===== src/rpas_pkg.sv =====
// ----------------------------------------------------------------------------
// rpas_pkg
// Shared constants and nibble-level functions for the ROM address/data
// scrambler: cipher tables, round constants, action codes.
// ----------------------------------------------------------------------------
package rpas_pkg;

    typedef logic [3:0]  t_nib;
    typedef logic [63:0] t_blk;
    typedef logic [1:0]  t_action;

    localparam t_action ACT_SCRAMBLE   = 2'd0;
    localparam t_action ACT_DESCRAMBLE = 2'd1;
    localparam t_action ACT_RAW        = 2'd2;

    localparam t_nib SB_FWD [16] = '{4'hb, 4'hf, 4'h3, 4'h2, 4'ha, 4'hc, 4'h9, 4'h1,
                                     4'h6, 4'h7, 4'h8, 4'h0, 4'he, 4'h5, 4'hd, 4'h4};
    localparam t_nib SB_INV [16] = '{4'hb, 4'h7, 4'h3, 4'h2, 4'hf, 4'hd, 4'h8, 4'h9,
                                     4'ha, 4'h6, 4'h4, 4'h0, 4'h5, 4'he, 4'hc, 4'h1};
    localparam t_nib ROW_FWD [16] = '{4'd4, 4'd9, 4'd14, 4'd3, 4'd8, 4'd13, 4'd2, 4'd7,
                                      4'd12, 4'd1, 4'd6, 4'd11, 4'd0, 4'd5, 4'd10, 4'd15};
    localparam t_nib ROW_INV [16] = '{4'd12, 4'd9, 4'd6, 4'd3, 4'd0, 4'd13, 4'd10, 4'd7,
                                      4'd4, 4'd1, 4'd14, 4'd11, 4'd8, 4'd5, 4'd2, 4'd15};
    localparam t_nib PRESENT_SB [16] = '{4'hc, 4'h5, 4'h6, 4'hb, 4'h9, 4'h0, 4'ha, 4'hd,
                                         4'h3, 4'he, 4'hf, 4'h8, 4'h4, 4'h7, 4'h1, 4'h2};

    localparam logic [15:0] MIX_MASK [4] = '{16'h7bde, 16'hbde7, 16'hde7b, 16'he7bd};

    localparam t_blk RCONST [12] = '{
        64'h0000000000000000, 64'h13198a2e03707344, 64'ha4093822299f31d0,
        64'h082efa98ec4e6c89, 64'h452821e638d01377, 64'hbe5466cf34e90c6c,
        64'h7ef84f78fd955cb1, 64'h85840851f1ac43aa, 64'hc882d32f25323c54,
        64'h64a51195e0e3610d, 64'hd3b5a399ca0c2399, 64'hc0ac29b7c97c50dd
    };

    function automatic t_blk nib_sub_fwd(input t_blk v);
        t_blk r;
        r = '0;
        for (int i = 0; i < 16; i++) begin
            r[4*i +: 4] = SB_FWD[v[4*i +: 4]];
        end
        return r;
    endfunction

    function automatic t_blk nib_sub_inv(input t_blk v);
        t_blk r;
        r = '0;
        for (int i = 0; i < 16; i++) begin
            r[4*i +: 4] = SB_INV[v[4*i +: 4]];
        end
        return r;
    endfunction

    function automatic t_blk nib_perm_fwd(input t_blk v);
        t_blk r;
        r = '0;
        for (int i = 0; i < 16; i++) begin
            r[4*i +: 4] = v[4*int'(ROW_FWD[i]) +: 4];
        end
        return r;
    endfunction

    function automatic t_blk nib_perm_inv(input t_blk v);
        t_blk r;
        r = '0;
        for (int i = 0; i < 16; i++) begin
            r[4*i +: 4] = v[4*int'(ROW_INV[i]) +: 4];
        end
        return r;
    endfunction

    function automatic t_nib fold16(input logic [15:0] v);
        return v[3:0] ^ v[7:4] ^ v[11:8] ^ v[15:12];
    endfunction

    function automatic t_blk mix_layer(input t_blk v);
        t_blk        r;
        logic [15:0] half;
        logic [1:0]  start;
        logic [1:0]  sel;
        r = '0;
        for (int blk = 0; blk < 4; blk++) begin
            half  = v[16*blk +: 16];
            start = (blk == 0 || blk == 3) ? 2'd0 : 2'd1;
            for (int n = 0; n < 4; n++) begin
                sel = start + 2'd3 - 2'(n);
                r[16*blk + 4*n +: 4] = fold16(half & MIX_MASK[sel]);
            end
        end
        return r;
    endfunction

endpackage


===== src/rpas_addr_perm.sv =====
// ----------------------------------------------------------------------------
// rpas_addr_perm
// Logical to physical word address: rounds of PRESENT sbox, bit reverse and
// even/odd butterfly.
// ----------------------------------------------------------------------------
module rpas_addr_perm #(
    parameter int ADDR_BITS   = 13,
    parameter int PERM_ROUNDS = 2
) (
    input  logic [ADDR_BITS-1:0] i_addr,
    output logic [ADDR_BITS-1:0] o_addr
);

    localparam int NIBS = ADDR_BITS / 4;
    localparam int HALF = ADDR_BITS / 2;

    logic [ADDR_BITS-1:0] w_stage [PERM_ROUNDS+1];

    assign w_stage[0] = i_addr;

    for (genvar r = 0; r < PERM_ROUNDS; r++) begin : g_round
        logic [ADDR_BITS-1:0] w_sub;
        logic [ADDR_BITS-1:0] w_rev;
        logic [ADDR_BITS-1:0] w_bf;

        always_comb begin
            w_sub = w_stage[r];
            for (int i = 0; i < NIBS; i++) begin
                w_sub[4*i +: 4] = rpas_pkg::PRESENT_SB[w_stage[r][4*i +: 4]];
            end
            for (int i = 0; i < ADDR_BITS; i++) begin
                w_rev[i] = w_sub[ADDR_BITS-1-i];
            end
            // unpaired top bit on odd widths stays in place
            w_bf = w_rev;
            for (int i = 0; i < HALF; i++) begin
                w_bf[i]        = w_rev[2*i];
                w_bf[HALF + i] = w_rev[2*i + 1];
            end
        end

        assign w_stage[r+1] = w_bf;
    end

    assign o_addr = w_stage[PERM_ROUNDS];

endmodule


===== src/rpas_keystream.sv =====
// ----------------------------------------------------------------------------
// rpas_keystream
// Zero-key PRINCE over the logical address, unrolled half-rounds, cut to the
// word width.
// ----------------------------------------------------------------------------
module rpas_keystream #(
    parameter int ADDR_BITS   = 13,
    parameter int WORD_BITS   = 39,
    parameter int HALF_ROUNDS = 3
) (
    input  logic [ADDR_BITS-1:0] i_addr,
    output logic [WORD_BITS-1:0] o_key
);

    rpas_pkg::t_blk w_fwd [HALF_ROUNDS+1];
    rpas_pkg::t_blk w_bwd [HALF_ROUNDS+1];
    rpas_pkg::t_blk w_last;

    assign w_fwd[0] = 64'(i_addr) ^ rpas_pkg::RCONST[0];

    for (genvar h = 0; h < HALF_ROUNDS; h++) begin : g_fwd
        localparam int RCI = (1 + h) % 12;
        assign w_fwd[h+1] = rpas_pkg::nib_perm_fwd(rpas_pkg::mix_layer(
                                rpas_pkg::nib_sub_fwd(w_fwd[h]))) ^ rpas_pkg::RCONST[RCI];
    end

    assign w_bwd[0] = rpas_pkg::nib_sub_inv(rpas_pkg::mix_layer(
                          rpas_pkg::nib_sub_fwd(w_fwd[HALF_ROUNDS])));

    for (genvar h = 0; h < HALF_ROUNDS; h++) begin : g_bwd
        localparam int RCI = (11 - HALF_ROUNDS + h) % 12;
        assign w_bwd[h+1] = rpas_pkg::nib_sub_inv(rpas_pkg::mix_layer(
                                rpas_pkg::nib_perm_inv(w_bwd[h] ^ rpas_pkg::RCONST[RCI])));
    end

    assign w_last = w_bwd[HALF_ROUNDS] ^ rpas_pkg::RCONST[11];
    assign o_key  = w_last[WORD_BITS-1:0];

endmodule


===== src/rom_prince_address_data_scrambler.sv =====
// ----------------------------------------------------------------------------
// rom_prince_address_data_scrambler
// ROM address and data scrambler: SP-network address map, PRINCE keystream.
// ----------------------------------------------------------------------------
// Input channel (i_valid / o_stall) carries an action, a logical word address
// and a data word; a transfer happens on a clock edge with i_valid high and
// o_stall low. Output channel (o_valid / i_stall) returns one result per
// input: the physical address and the scrambled, descrambled or raw word.
// Path from input transfer to o_valid: an input register, one pass through
// the address network and the keystream cipher, and a result register.
// Throughput is one item per cycle when i_stall is low, set by that pass.
// While i_stall holds a valid result, the result stays put and one more item
// can still be taken into the input register; o_stall rises only once both
// registers are full and the output is stalled.
// Synchronous active-low reset empties both registers; no other state.
// Action code 3 is handled as raw placement.
// ----------------------------------------------------------------------------
module rom_prince_address_data_scrambler #(
    parameter int ADDR_BITS   = 13,
    parameter int WORD_BITS   = 39,
    parameter int HALF_ROUNDS = 3,
    parameter int PERM_ROUNDS = 2
) (
    input  logic                 i_clk,
    input  logic                 i_rst_n,
    input  logic                 i_valid,
    output logic                 o_stall,
    input  logic [1:0]           i_action,
    input  logic [ADDR_BITS-1:0] i_logical_address,
    input  logic [WORD_BITS-1:0] i_data_word,
    output logic                 o_valid,
    input  logic                 i_stall,
    output logic [ADDR_BITS-1:0] o_physical_address,
    output logic [WORD_BITS-1:0] o_out_word
);

    localparam logic [WORD_BITS-1:0] LOW32 = WORD_BITS'(64'hffff_ffff);

    logic                  r_in_valid;
    logic                  r_out_valid;
    rpas_pkg::t_action     r_action;
    logic [ADDR_BITS-1:0]  r_addr;
    logic [WORD_BITS-1:0]  r_word;
    logic [ADDR_BITS-1:0]  r_phys;
    logic [WORD_BITS-1:0]  r_res;

    logic                  n_in_valid;
    logic                  n_out_valid;
    logic [WORD_BITS-1:0]  n_res;
    logic [ADDR_BITS-1:0]  n_phys;

    logic                  w_take;
    logic                  w_adv;
    logic [WORD_BITS-1:0]  w_key;

    assign w_adv       = r_in_valid & (~r_out_valid | ~i_stall);
    assign o_stall     = r_in_valid & ~w_adv;
    assign w_take      = i_valid & ~o_stall;
    assign n_in_valid  = w_take | (r_in_valid & ~w_adv);
    assign n_out_valid = w_adv | (r_out_valid & i_stall);

    rpas_addr_perm #(
        .ADDR_BITS   (ADDR_BITS),
        .PERM_ROUNDS (PERM_ROUNDS)
    ) u_addr_perm (
        .i_addr (r_addr),
        .o_addr (n_phys)
    );

    rpas_keystream #(
        .ADDR_BITS   (ADDR_BITS),
        .WORD_BITS   (WORD_BITS),
        .HALF_ROUNDS (HALF_ROUNDS)
    ) u_keystream (
        .i_addr (r_addr),
        .o_key  (w_key)
    );

    always_comb begin
        unique case (r_action)
            rpas_pkg::ACT_SCRAMBLE:   n_res = w_key ^ (r_word & LOW32);
            rpas_pkg::ACT_DESCRAMBLE: n_res = (w_key ^ r_word) & LOW32;
            default:                  n_res = r_word;
        endcase
    end

    always_ff @(posedge i_clk) begin
        if (!i_rst_n) begin
            r_in_valid  <= 1'b0;
            r_out_valid <= 1'b0;
        end else begin
            r_in_valid  <= n_in_valid;
            r_out_valid <= n_out_valid;
        end
    end

    always_ff @(posedge i_clk) begin
        if (w_take) begin
            r_action <= i_action;
            r_addr   <= i_logical_address;
            r_word   <= i_data_word;
        end
        if (w_adv) begin
            r_phys <= n_phys;
            r_res  <= n_res;
        end
    end

    assign o_valid            = r_out_valid;
    assign o_physical_address = r_phys;
    assign o_out_word         = r_res;

endmodule


===== config.mk =====
export PLATFORM = sky130hd
export DESIGN_NAME = rom_prince_address_data_scrambler
export DESIGN_NICKNAME = d
export VERILOG_FILES = /design/src/rpas_pkg.sv /design/src/rpas_addr_perm.sv /design/src/rpas_keystream.sv /design/src/rom_prince_address_data_scrambler.sv
export SDC_FILE = /design/constraint.sdc
export NUM_CORES = 1
export LEC_CHECK = 0
export BUFFER_PORTS_ARGS = -buffer_cell sky130_fd_sc_hd__buf_2
export CORE_MARGIN = 2
export CORE_UTILIZATION = 30
export CTS_BUF_LIST = sky130_fd_sc_hd__clkbuf_16
export CTS_CLUSTER_SIZE = 25
export DETAILED_ROUTE_END_ITERATION = 10
export SLEW_MARGIN = 20
export SYNTH_ARGS = -nofsm -noshare
export SYNTH_HDL_FRONTEND = slang
export SYNTH_SLANG_ARGS = --single-unit

===== constraint.sdc =====
create_clock -name i_clk -period 30 [get_ports i_clk]
set_input_delay 4.5 -clock i_clk [delete_from_list [all_inputs] [get_ports i_clk]]
set_output_delay 4.5 -clock i_clk [all_outputs]
set_load 0.01 [all_outputs]

==> impl_metrics.env <==
export IMPL_layout_common_cells="ha_1, inv_1, xnor2_1, xor2_1"
export IMPL_cts_resized=0
export IMPL_finalHoldViolations=0
export IMPL_synth_area_per_cell_um2=9.59
export IMPL_fin_skew_ps=12.8
export IMPL_grt_pass1_vias=17400
export IMPL_htreeDepth=3
export IMPL_dieArea_um2=83400
export IMPL_synth_distinct_cells=125
export IMPL_antenna_cells=0
export IMPL_critPathBufInv=8
export IMPL_path_common_cell="xor2_1"
export IMPL_crit_end="o_out_word[20]"
export IMPL_syn_area_um2=24300
export IMPL_track_usage_pct=14.2
export IMPL_drive_gt1_share_pct=14.9
export IMPL_nets=3037
export IMPL_cts_sinks=108
export IMPL_synthMuxAreaShare_pct=12.4
export IMPL_synth_compound_area_share_pct=16.6
export IMPL_ios=112
export IMPL_cp_arrival_ps=12460
export IMPL_port_buffers=111
export IMPL_synth_xor_area_share_pct=23.7
export IMPL_worst_slew_pin_slew_ps=942
export IMPL_critPathLaunch="r_addr[9]"
export IMPL_synthSimpleGateAreaFrac_pct=11.5
export IMPL_reg2reg_depth=48
export IMPL_syn2layout_area_growth_pct=8.46
export IMPL_ant_nets=0
export IMPL_placementRows=104
export IMPL_slew_headroom_pct=36.7
export IMPL_synth_top_family_by_area="XOR/XNOR gates"
export IMPL_synthTopCellsByArea="ha_1, edfxtp_1, xnor2_1"
export IMPL_hold_path_class="reg2reg"
export IMPL_clockRootBuffer="clkbuf_16"
export IMPL_slew_violations=0
export IMPL_drt_iter0_markers=1128
export IMPL_cts_made_buffers=9
export IMPL_endpoint_kind="register"
export IMPL_layout_commonest_cell="ha_1"
export IMPL_place_gp_congestion=0.937
export IMPL_tritoncts="built"
export IMPL_seq_area_frac_synth_pct=13.3
export IMPL_fin_tns_setup_ps=0
export IMPL_period_share_pct=41.1
export IMPL_period_needed_ps=12330
export IMPL_netlist_top_cell_by_area="ha_1"
export IMPL_die_x_um=289
export IMPL_startpoint_type="register"
export IMPL_yosys_warnings=0
export IMPL_maxCapViolCount=0
export IMPL_synth_top_cell_area_share_pct=18.0
export IMPL_outcome="finished clean"
export IMPL_grt_setup_unrepaired="no"
export IMPL_synth_adder_area_share_pct=18.0
export IMPL_crit_family="XOR/XNOR gates"
export IMPL_worstPathRequired_ps=30130
export IMPL_die_y_um=289
export IMPL_synth_nets=2942
export IMPL_clock_path_buffers=2
export IMPL_postCtsSetupBuffers=0
export IMPL_wl_um=60300
export IMPL_first_pass_iters=5
export IMPL_postCtsHoldBufs=0
export IMPL_via_per_inst=4.96
export IMPL_core_area_um2=80400
export IMPL_wl_per_cell_um=16.3
export IMPL_path_max_fanout=14
export IMPL_cp_num_cells=48
export IMPL_dpl_hpwl_um=50400
export IMPL_crit_type="reg2reg"
export IMPL_ys_flop_type="edfxtp_1"
export IMPL_clock_fmax_ghz=0.0811
export IMPL_drc=0
export IMPL_ys_ff_latch=108
export IMPL_setup_viol=0
export IMPL_cpMaxStageDelayCell="xnor3_1"
export IMPL_grt_max_degree=55
export IMPL_synth_edf_count=106
export IMPL_clock_latency_ps=390
export IMPL_postSynthCellCount=2535
export IMPL_start_util_pct=30.2
export IMPL_antenna_found_initial=0
export IMPL_r2r_end="o_out_word[20]"
export IMPL_vias=18300
export IMPL_synthArstFlopShare_pct=0
export IMPL_whs_path_depth=2
export IMPL_ff2ff_setup_slack_ps=17670
export IMPL_critPathMaxStageDelay_ps=720
export IMPL_overflow=0
export IMPL_grt_first_pass_wirelength_um=93900
export IMPL_crit_reg2reg_launch="r_addr[9]"
export IMPL_clk_pin_slew_ps=80
-- worst min path at each step --
stage                     startpoint              to  slack, ps
final                     r_in_valid         o_valid        530
after global routing      r_in_valid         o_valid        560
after CTS                 r_in_valid         o_valid        540
after detailed placement  r_word[32]  o_out_word[32]        510
after global placement    r_in_valid         o_valid        500
after floorplan           r_in_valid         o_valid        470
-- metal layers --
layer  vias up  global-route usage (%)  share of wire, %
met5         -                       0                 0
met4         0                    4.16               2.3
met3        52                    1.67               4.8
met2       369                    22.9                44
met1      8693                    19.8                48
li1       9222                       -                 -
-- sequential cells by signal, summed over array words and instances (netlist names) --
signal,flops
o_out_word,39
r_word,39
o_physical_address,13
r_addr,13
r_action,2
o_valid,1
r_in_valid,1
-- kinds of logic after synthesis --
| group | after synthesis |
|---|---|
| xor+xnor | 468 |
| compound gates | 550 |
| simple gates | 548 |
| flops | 108 |
| buf+inv | 277 |
| fa+ha+maj | 350 |
| mux | 234 |
-- area by class of cell --
| class | instances | area (µm²) |
|---|---|---|
| Clock buffer | 9 | 225 |
| Clock inverter | 7 | 86.3 |
| Fill cell | 8294 | 54000 |
| Inverter | 247 | 927 |
| Multi-Input combinational cell | 2150 | 20000 |
| Sequential cell | 108 | 3220 |
| Tap cell | 1060 | 1330 |
| Timing Repair Buffer | 114 | 578 |
-- Yosys cell counts, types with 20 or more instances --
cell type	n
ha_1	349
inv_1	237
xnor2_1	181
xor2_1	145
mux2i_1	144
nor2_1	144
a21oi_1	128
nand2_1	122
edfxtp_1	106
o21ai_0	88
nor3_1	52
xnor3_1	52
nand3_1	39
mux4_2	35
xnor2_2	35
mux2_2	31
a211oi_1	29
nand2b_1	28
a21o_1	24
o211ai_1	24
xor2_2	24
or3_1	22
and3_1	21
o21a_1	21
a31oi_1	20
-- worst reg2reg max path: cells and delay by family, from the launching register on --
family / cells / cell delay (ps)
flops: 1 / 500
simple gates: 9 / 1320
compound gates: 9 / 1980
buf+inv: 8 / 1110
mux: 2 / 640
xor+xnor: 12 / 4140
fa+ha+maj: 8 / 2370
-- metrics by stage --
step	instances	setup slack, ps	hold WS (ps)	instance area [µm²]	util (%)
after floorplan	2535	19710	467	24300	-
after global placement	3679	17930	498	26100	32.4
after detailed placement	3679	17850	509	26100	32.4
after CTS	3695	17790	537	26400	32.8
after global routing	3695	16660	561	26400	32.8
final	3695	17670	533	26400	32.8
Power is not shown: default switching activity piles up to over one toggle a cycle in this logic, so the estimate is an artifact.
